[src/hw/rtl/rc5pd_pkg.sv]
// ----------------------------------------------------------------------------
// rc5pd_pkg
// Shared types and constants of the RC5 pulse frame decoder.
// ----------------------------------------------------------------------------
package rc5pd_pkg;

  localparam int DURATION_WIDTH_DEF = 16;

  localparam int HALF_WIDTH      = 16;
  localparam int PCT_WIDTH       = 7;
  localparam int CFG_INDEX_WIDTH = 2;
  localparam int CFG_DATA_WIDTH  = 16;

  localparam logic [HALF_WIDTH-1:0] HALF_RESET = 16'd889;
  localparam logic [PCT_WIDTH-1:0]  PCT_RESET  = 7'd30;

  localparam logic [CFG_INDEX_WIDTH-1:0] REG_HALF_PERIOD = 2'd0;
  localparam logic [CFG_INDEX_WIDTH-1:0] REG_TOLERANCE   = 2'd1;

  // half * pct, then divide by 100 through a reciprocal multiply
  localparam int PROD_WIDTH  = HALF_WIDTH + PCT_WIDTH;
  localparam int RECIP_WIDTH = 24;
  localparam int RECIP_SHIFT = 30;
  localparam logic [RECIP_WIDTH-1:0] RECIP_MUL = 24'd10737419;
  localparam int TOL_WIDTH   = 17;
  localparam int BOUND_WIDTH = 18;
  localparam logic [1:0] SETTLE_CYCLES = 2'd3;

  localparam int POS_WIDTH   = 5;
  localparam int BIT_COUNT   = 14;
  localparam int ADDR_WIDTH  = 5;
  localparam int CMD_WIDTH   = 6;
  localparam logic [POS_WIDTH-1:0] PULSES_MIN = 5'd26;
  localparam logic [POS_WIDTH-1:0] PULSES_MAX = 5'd27;

  typedef struct packed {
    logic [BOUND_WIDTH-1:0] lo;
    logic [BOUND_WIDTH-1:0] hi;
  } window_t;

endpackage

[src/hw/rtl/rc5pd_window.sv]
// ----------------------------------------------------------------------------
// rc5pd_window
// Configuration registers and the registered computation of the accepted
// duration window [half - tol, half + tol].
// ----------------------------------------------------------------------------
module rc5pd_window import rc5pd_pkg::*; (
  input  logic                       clk,
  input  logic                       rst,
  input  logic                       cfg_valid,
  output logic                       cfg_ready,
  input  logic [CFG_INDEX_WIDTH-1:0] cfg_index,
  input  logic [CFG_DATA_WIDTH-1:0]  cfg_data,
  output window_t                    win,
  output logic                       busy
);

  logic [HALF_WIDTH-1:0] half;
  logic [PCT_WIDTH-1:0]  pct;
  logic [1:0]            settle;
  logic [PROD_WIDTH-1:0] prod;
  logic [TOL_WIDTH-1:0]  tol;
  logic [PROD_WIDTH+RECIP_WIDTH-1:0] quot_full;

  assign cfg_ready = 1'b1;
  assign busy      = (settle != 2'd0);
  assign quot_full = {{RECIP_WIDTH{1'b0}}, prod} * {{PROD_WIDTH{1'b0}}, RECIP_MUL};

  always_ff @(posedge clk) begin
    if (rst) begin
      half   <= HALF_RESET;
      pct    <= PCT_RESET;
      settle <= SETTLE_CYCLES;
    end else begin
      if (cfg_valid) begin
        settle <= SETTLE_CYCLES;
        unique case (cfg_index)
          REG_HALF_PERIOD: half <= cfg_data[HALF_WIDTH-1:0];
          REG_TOLERANCE:   pct  <= cfg_data[PCT_WIDTH-1:0];
          default: ;
        endcase
      end else if (settle != 2'd0) begin
        settle <= settle - 2'd1;
      end
    end
  end

  always_ff @(posedge clk) begin
    prod   <= {{PCT_WIDTH{1'b0}}, half} * {{HALF_WIDTH{1'b0}}, pct};
    tol    <= quot_full[RECIP_SHIFT +: TOL_WIDTH];
    win.hi <= {2'b00, half} + {1'b0, tol};
    win.lo <= ({1'b0, half} > tol) ? {2'b00, half - tol[HALF_WIDTH-1:0]}
                                   : '0;
  end

endmodule

[src/hw/rtl/rc5pd_step.sv]
// ----------------------------------------------------------------------------
// rc5pd_step
// Per-pulse Manchester and duration checks, frame state and result register.
// ----------------------------------------------------------------------------
module rc5pd_step import rc5pd_pkg::*; #(
  parameter int DURATION_WIDTH = DURATION_WIDTH_DEF
) (
  input  logic                      clk,
  input  logic                      rst,
  input  logic                      take,
  input  logic [DURATION_WIDTH-1:0] p_dur,
  input  logic                      p_lvl,
  input  logic                      p_fend,
  input  window_t                   win,
  output logic                      out_valid,
  input  logic                      out_ready,
  output logic                      status,
  output logic [ADDR_WIDTH-1:0]     address,
  output logic [CMD_WIDTH-1:0]      command
);

  localparam int CW = (DURATION_WIDTH > BOUND_WIDTH) ? DURATION_WIDTH : BOUND_WIDTH;

  logic [POS_WIDTH-1:0] pos, pos_next;
  logic                 fail, fail_next;
  logic                 fhl, fhl_next;
  logic [BIT_COUNT-1:0] shift, shift_next;
  logic [BIT_COUNT-1:0] bits;
  logic [CW-1:0]        dext;
  logic                 d_ok;
  logic                 good;

  always_comb begin
    dext       = CW'(p_dur);
    d_ok       = (dext >= CW'(win.lo)) && (dext <= CW'(win.hi));
    pos_next   = pos;
    fail_next  = fail;
    fhl_next   = fhl;
    shift_next = shift;
    if (pos < PULSES_MAX) begin
      if ((pos < PULSES_MIN) && !d_ok) fail_next = 1'b1;
      if (pos == '0) begin
        shift_next = {{(BIT_COUNT-1){1'b0}}, p_lvl};
      end else if (pos[0]) begin
        fhl_next = p_lvl;
      end else begin
        if (fhl == p_lvl) fail_next = 1'b1;
        shift_next = {shift[BIT_COUNT-2:0], p_lvl};
      end
      pos_next = pos + 5'd1;
    end
    // 26-pulse frame: last bit is a 0
    bits = (pos_next == PULSES_MIN) ? {shift_next[BIT_COUNT-2:0], 1'b0} : shift_next;
    good = !fail_next && (pos_next >= PULSES_MIN) &&
           (bits[BIT_COUNT-1:BIT_COUNT-2] == 2'b11);
  end

  always_ff @(posedge clk) begin
    if (rst) begin
      pos       <= '0;
      fail      <= 1'b0;
      fhl       <= 1'b0;
      shift     <= '0;
      out_valid <= 1'b0;
    end else begin
      out_valid <= (out_valid && !out_ready) || (take && p_fend);
      if (take) begin
        if (p_fend) begin
          pos   <= '0;
          fail  <= 1'b0;
          fhl   <= 1'b0;
          shift <= '0;
        end else begin
          pos   <= pos_next;
          fail  <= fail_next;
          fhl   <= fhl_next;
          shift <= shift_next;
        end
      end
    end
  end

  always_ff @(posedge clk) begin
    if (take && p_fend) begin
      status  <= !good;
      address <= good ? bits[CMD_WIDTH +: ADDR_WIDTH] : '0;
      command <= good ? bits[CMD_WIDTH-1:0] : '0;
    end
  end

endmodule

[src/hw/rtl/rc5_pulse_frame_decoder.sv]
// ----------------------------------------------------------------------------
// rc5_pulse_frame_decoder
// RC5 infrared frame decoder working on captured pulses.
// ----------------------------------------------------------------------------
// One pulse request is taken per clock cycle when nothing stalls the input; a
// pulse passes an input register and then the check logic into the result
// register. Only a frame end pulse waits while an earlier result is still
// unclaimed. After reset and after every configuration write the input is
// held off while the duration window is recomputed (multiply, reciprocal
// divide by 100, bounds).
// ----------------------------------------------------------------------------
module rc5_pulse_frame_decoder import rc5pd_pkg::*; #(
  parameter int DURATION_WIDTH = DURATION_WIDTH_DEF
) (
  input  logic                       clk,
  input  logic                       rst,
  input  logic                       cfg_valid,
  output logic                       cfg_ready,
  input  logic [CFG_INDEX_WIDTH-1:0] cfg_index,
  input  logic [CFG_DATA_WIDTH-1:0]  cfg_data,
  input  logic                       in_valid,
  output logic                       in_ready,
  input  logic [DURATION_WIDTH-1:0]  duration,
  input  logic                       level,
  input  logic                       frame_end,
  output logic                       out_valid,
  input  logic                       out_ready,
  output logic                       status,
  output logic [ADDR_WIDTH-1:0]      address,
  output logic [CMD_WIDTH-1:0]       command
);

  window_t                   win;
  logic                      busy;
  logic                      p_valid;
  logic [DURATION_WIDTH-1:0] p_dur;
  logic                      p_lvl;
  logic                      p_fend;
  logic                      advance;
  logic                      take;

  assign advance  = !(p_fend && out_valid && !out_ready);
  assign take     = p_valid && advance;
  assign in_ready = !busy && (!p_valid || advance);

  always_ff @(posedge clk) begin
    if (rst) begin
      p_valid <= 1'b0;
    end else if (in_valid && in_ready) begin
      p_valid <= 1'b1;
    end else if (take) begin
      p_valid <= 1'b0;
    end
  end

  always_ff @(posedge clk) begin
    if (in_valid && in_ready) begin
      p_dur  <= duration;
      p_lvl  <= level;
      p_fend <= frame_end;
    end
  end

  rc5pd_window u_window (
    .clk       (clk),
    .rst       (rst),
    .cfg_valid (cfg_valid),
    .cfg_ready (cfg_ready),
    .cfg_index (cfg_index),
    .cfg_data  (cfg_data),
    .win       (win),
    .busy      (busy)
  );

  rc5pd_step #(.DURATION_WIDTH(DURATION_WIDTH)) u_step (
    .clk       (clk),
    .rst       (rst),
    .take      (take),
    .p_dur     (p_dur),
    .p_lvl     (p_lvl),
    .p_fend    (p_fend),
    .win       (win),
    .out_valid (out_valid),
    .out_ready (out_ready),
    .status    (status),
    .address   (address),
    .command   (command)
  );

endmodule

[config.mk]
export PLATFORM = sky130hd
export DESIGN_NAME = rc5_pulse_frame_decoder
export DESIGN_NICKNAME = d
export VERILOG_FILES = /design/src/hw/rtl/rc5pd_pkg.sv /design/src/hw/rtl/rc5pd_window.sv /design/src/hw/rtl/rc5pd_step.sv /design/src/hw/rtl/rc5_pulse_frame_decoder.sv
export SDC_FILE = /design/constraint.sdc
export NUM_CORES = 1
export LEC_CHECK = 0
export BUFFER_PORTS_ARGS = -buffer_cell sky130_fd_sc_hd__buf_4
export CAP_MARGIN = 0
export CORE_MARGIN = 2
export CORE_UTILIZATION = 44
export CTS_CLUSTER_DIAMETER = 40
export DETAILED_ROUTE_END_ITERATION = 6
export SKIP_CTS_REPAIR_TIMING = 1
export SYNTH_ARGS = -nofsm -noshare
export SYNTH_HDL_FRONTEND = slang
export SYNTH_SLANG_ARGS = --single-unit
export TNS_END_PERCENT = 5
[constraint.sdc]
create_clock -name clk -period 8.5 [get_ports clk]
set_clock_uncertainty 0.2 [all_clocks]
set_input_delay 0.425 -clock clk [delete_from_list [all_inputs] [get_ports clk]]
set_output_delay 0.425 -clock clk [all_outputs]
set_load 0.005 [all_outputs]
==> results.json <==
{
  "status": "complete, no violations",
  "synth-main-ff-cell": "dfxtp_1",
  "worst_slew_margin_rel_pct": 27.6,
  "vias": 13200,
  "finalCriticalPeriod_ns": 7.60,
  "synthCells": 2004,
  "cpMaxStageDelayCell": "fa_1",
  "dr.first_iter.drc_count": 608,
  "grt-ovfl-total": 0,
  "synth_top_area_share_pct": 27.7,
  "die_y_um": 213,
  "fillCellCount": 4043,
  "path_clk_slew_ns": 0.08,
  "multiInputGateArea_sq_um": 14000,
  "root_buffer": "clkbuf_16",
  "port_buffers": 54,
  "wire_per_inst_um": 16.3,
  "pin_count": 56,
  "max_slew.worst_pin.slew_ns": 1.08,
  "viasPerCell": 4.98,
  "antenna_found_initial": 0,
  "slew_viol_final": 0,
  "ys_seq_elements": 152,
  "drive_above_1_share_pct": 5.05,
  "cts_tree": "built",
  "rsz0062_at_grt": "no",
  "crit_path_max_fanout": 7,
  "clock_sinks": 152,
  "wl_um": 43200,
  "insertion_delay_ns": 0.44,
  "syn-num-nets": 2662,
  "critPathRequiredTime_ns": 8.63,
  "slowest_delay_ns": 0.55,
  "synth_edf_count": 30,
  "ant_nets": 0,
  "grt_max_degree": 48,
  "startpoint_type": "flip-flop",
  "hpwlAfterDp_um": 37100,
  "critPathCaptureType": "flip-flop",
  "grt_first_pass_wirelength_um": 71400,
  "seq_area_frac_synth_pct": 17.4,
  "die_area_sq_um": 45400,
  "fin_crit_sh_pct": 89.4,
  "initial_core_util_pct": 44.6,
  "synth_common_cells": "inv_1, ha_1, fa_1",
  "detail_route.first_pass.iterations": 5,
  "async_flop_share_pct": 0,
  "cts_buffer_depth": 2,
  "yosysMostFrequentCell": "inv_1",
  "setup_tns_ns": 0,
  "layout.nets": 2704,
  "grt_use_total_pct": 20.2,
  "crit_type": "reg2reg",
  "drc": 0,
  "hold_violations": 0,
  "syn_to_final_growth_pct": 9.02,
  "cts-buffers-inserted": 17,
  "synth_warnings": 0,
  "synth.area.top_cells": "fa_1, ha_1, dfxtp_1, inv_1, edfxtp_1",
  "setup_violations": 0,
  "fin_util_pct": 48.6,
  "coreArea_sq_um": 43100,
  "avgSynthCellArea_sq_um": 9.59,
  "yosysTopAreaCell": "fa_1",
  "die_x_um": 213,
  "crit_chain": "inv_1, fa_1, inv_1, fa_1, inv_1, fa_1, fa_1, inv_1, fa_1, fa_1, inv_1, fa_1, inv_1, ha_1, nand4_1, nor3_1, o21ai_1, a211oi_2, o21ai_2, o31ai_4, a41oi_4, a21boi_0, o22ai_1, xnor2_1",
  "max_freq_ghz": 0.132,
  "synth_area_sq_um": 19200,
  "critPathArrivalTime_ns": 7.73,
  "htreeDepth": 4,
  "rows": 76,
  "gp_congestion": 0.922,
  "grt_pass1_vias": 14000,
  "drv_cap": 0,
  "ys_types": 68,
  "regArea_sq_um": 3340,
  "crit_top_cell": "fa_1",
  "min-delay-path-class": "in2reg",
  "diodes": 0
}
[final cells by class]
| type | instances | area share, % |
|---|---|---|
| clock inverter | 14 | 0.789 |
| timing repair buffer | 73 | 2.83 |
| clock buffer | 18 | 2.05 |
| multi-input combinational | 1359 | 66.9 |
| inverter | 443 | 7.94 |
| sequential | 152 | 16.0 |
| tap | 585 | 3.49 |
[cell families (layout without fill, tap and decap cells)]
family,count (synthesis),count (layout),share of synthesized area (%)
buffers and inverters,493,548,9.68
adder cells (fa/ha/maj),617,617,50.6
other,1,1,0.0195
AO/OA/AOI/OAI,242,242,8.52
XOR/XNOR,60,60,2.74
multiplexers,16,16,0.847
AND/OR/NAND/NOR,423,423,10.2
flip-flops,152,152,17.4
[stage by stage]
step	hold WS (ns)	std cells	worst slack [ns]	area, sq um
after floorplan	0.245	2004	1.78	19200
after global placement	0.269	2594	1.11	20200
after detailed placement	0.303	2594	0.938	20200
final	0.0103	2644	0.903	20900
after global routing	0.00127	2644	0.595	20900
after CTS	-0.0570	2626	0.905	20800
[cell usage in the layout (no fill, tap or decap), types with 15 or more instances in the layout]
cell	instances
a21oi_1	73
xor2_1	20
fa_1	266
o21ai_0	29
edfxtp_1	30
clkbuf_16	17
nand2_1	165
dlygate4sd3_1	18
a21o_1	23
o21bai_1	15
and2_1	38
ha_1	351
buf_4	55
nor3_1	28
nand3_1	15
inv_1	443
xnor2_1	40
a22oi_1	16
nor2_1	100
dfxtp_1	122
[state kept, by name, indices dropped and copies added (netlist names), 2 cells and up]
| register | flops |
|---|---|
| u_step.shift | 14 |
| u_window.tol | 17 |
| u_window.win | 34 |
| u_window.half | 16 |
| u_window.pct | 7 |
| u_window.settle | 2 |
| u_step.pos | 5 |
| u_step.address | 5 |
| u_window.prod | 23 |
| u_step.command | 6 |
| p_dur | 16 |
[final timing paths]
path	slack, ns	from	cells after the start	end
worst max-delay path	0.90	u_window.prod[6]	24	u_window.tol[10]
worst max register to register	0.90	u_window.prod[6]	24	u_window.tol[10]
worst min register to register	0.32	u_window.settle[0]	2	u_window.settle[0]
worst min-delay path	0.01	cfg_data[0]	2	u_window.half[0]
[routing by layer]
metal  track usage (%)  wire (um)  vias up
met2              36.1      22000      147
met4              4.46        745        0
met5                 0          0        -
li1                  -          -     6467
met3              2.44       1010       34
met1              26.0      19500     6524
[critical path: cells and delay by family (launching register included)]
kind                       cells  cell delay [ns]
AOI/OAI and AO/OA              7             1.73
xor gates and xnor gates       1             0.15
adders and majority gates      8             3.87
buffers and inverters          6             0.44
DFF                            1             0.52
and+or+nand+nor                2             0.56
Power is left out: the tool's default activity adds up to more than one toggle a clock period on the data nets, which glitch-free logic cannot reach.
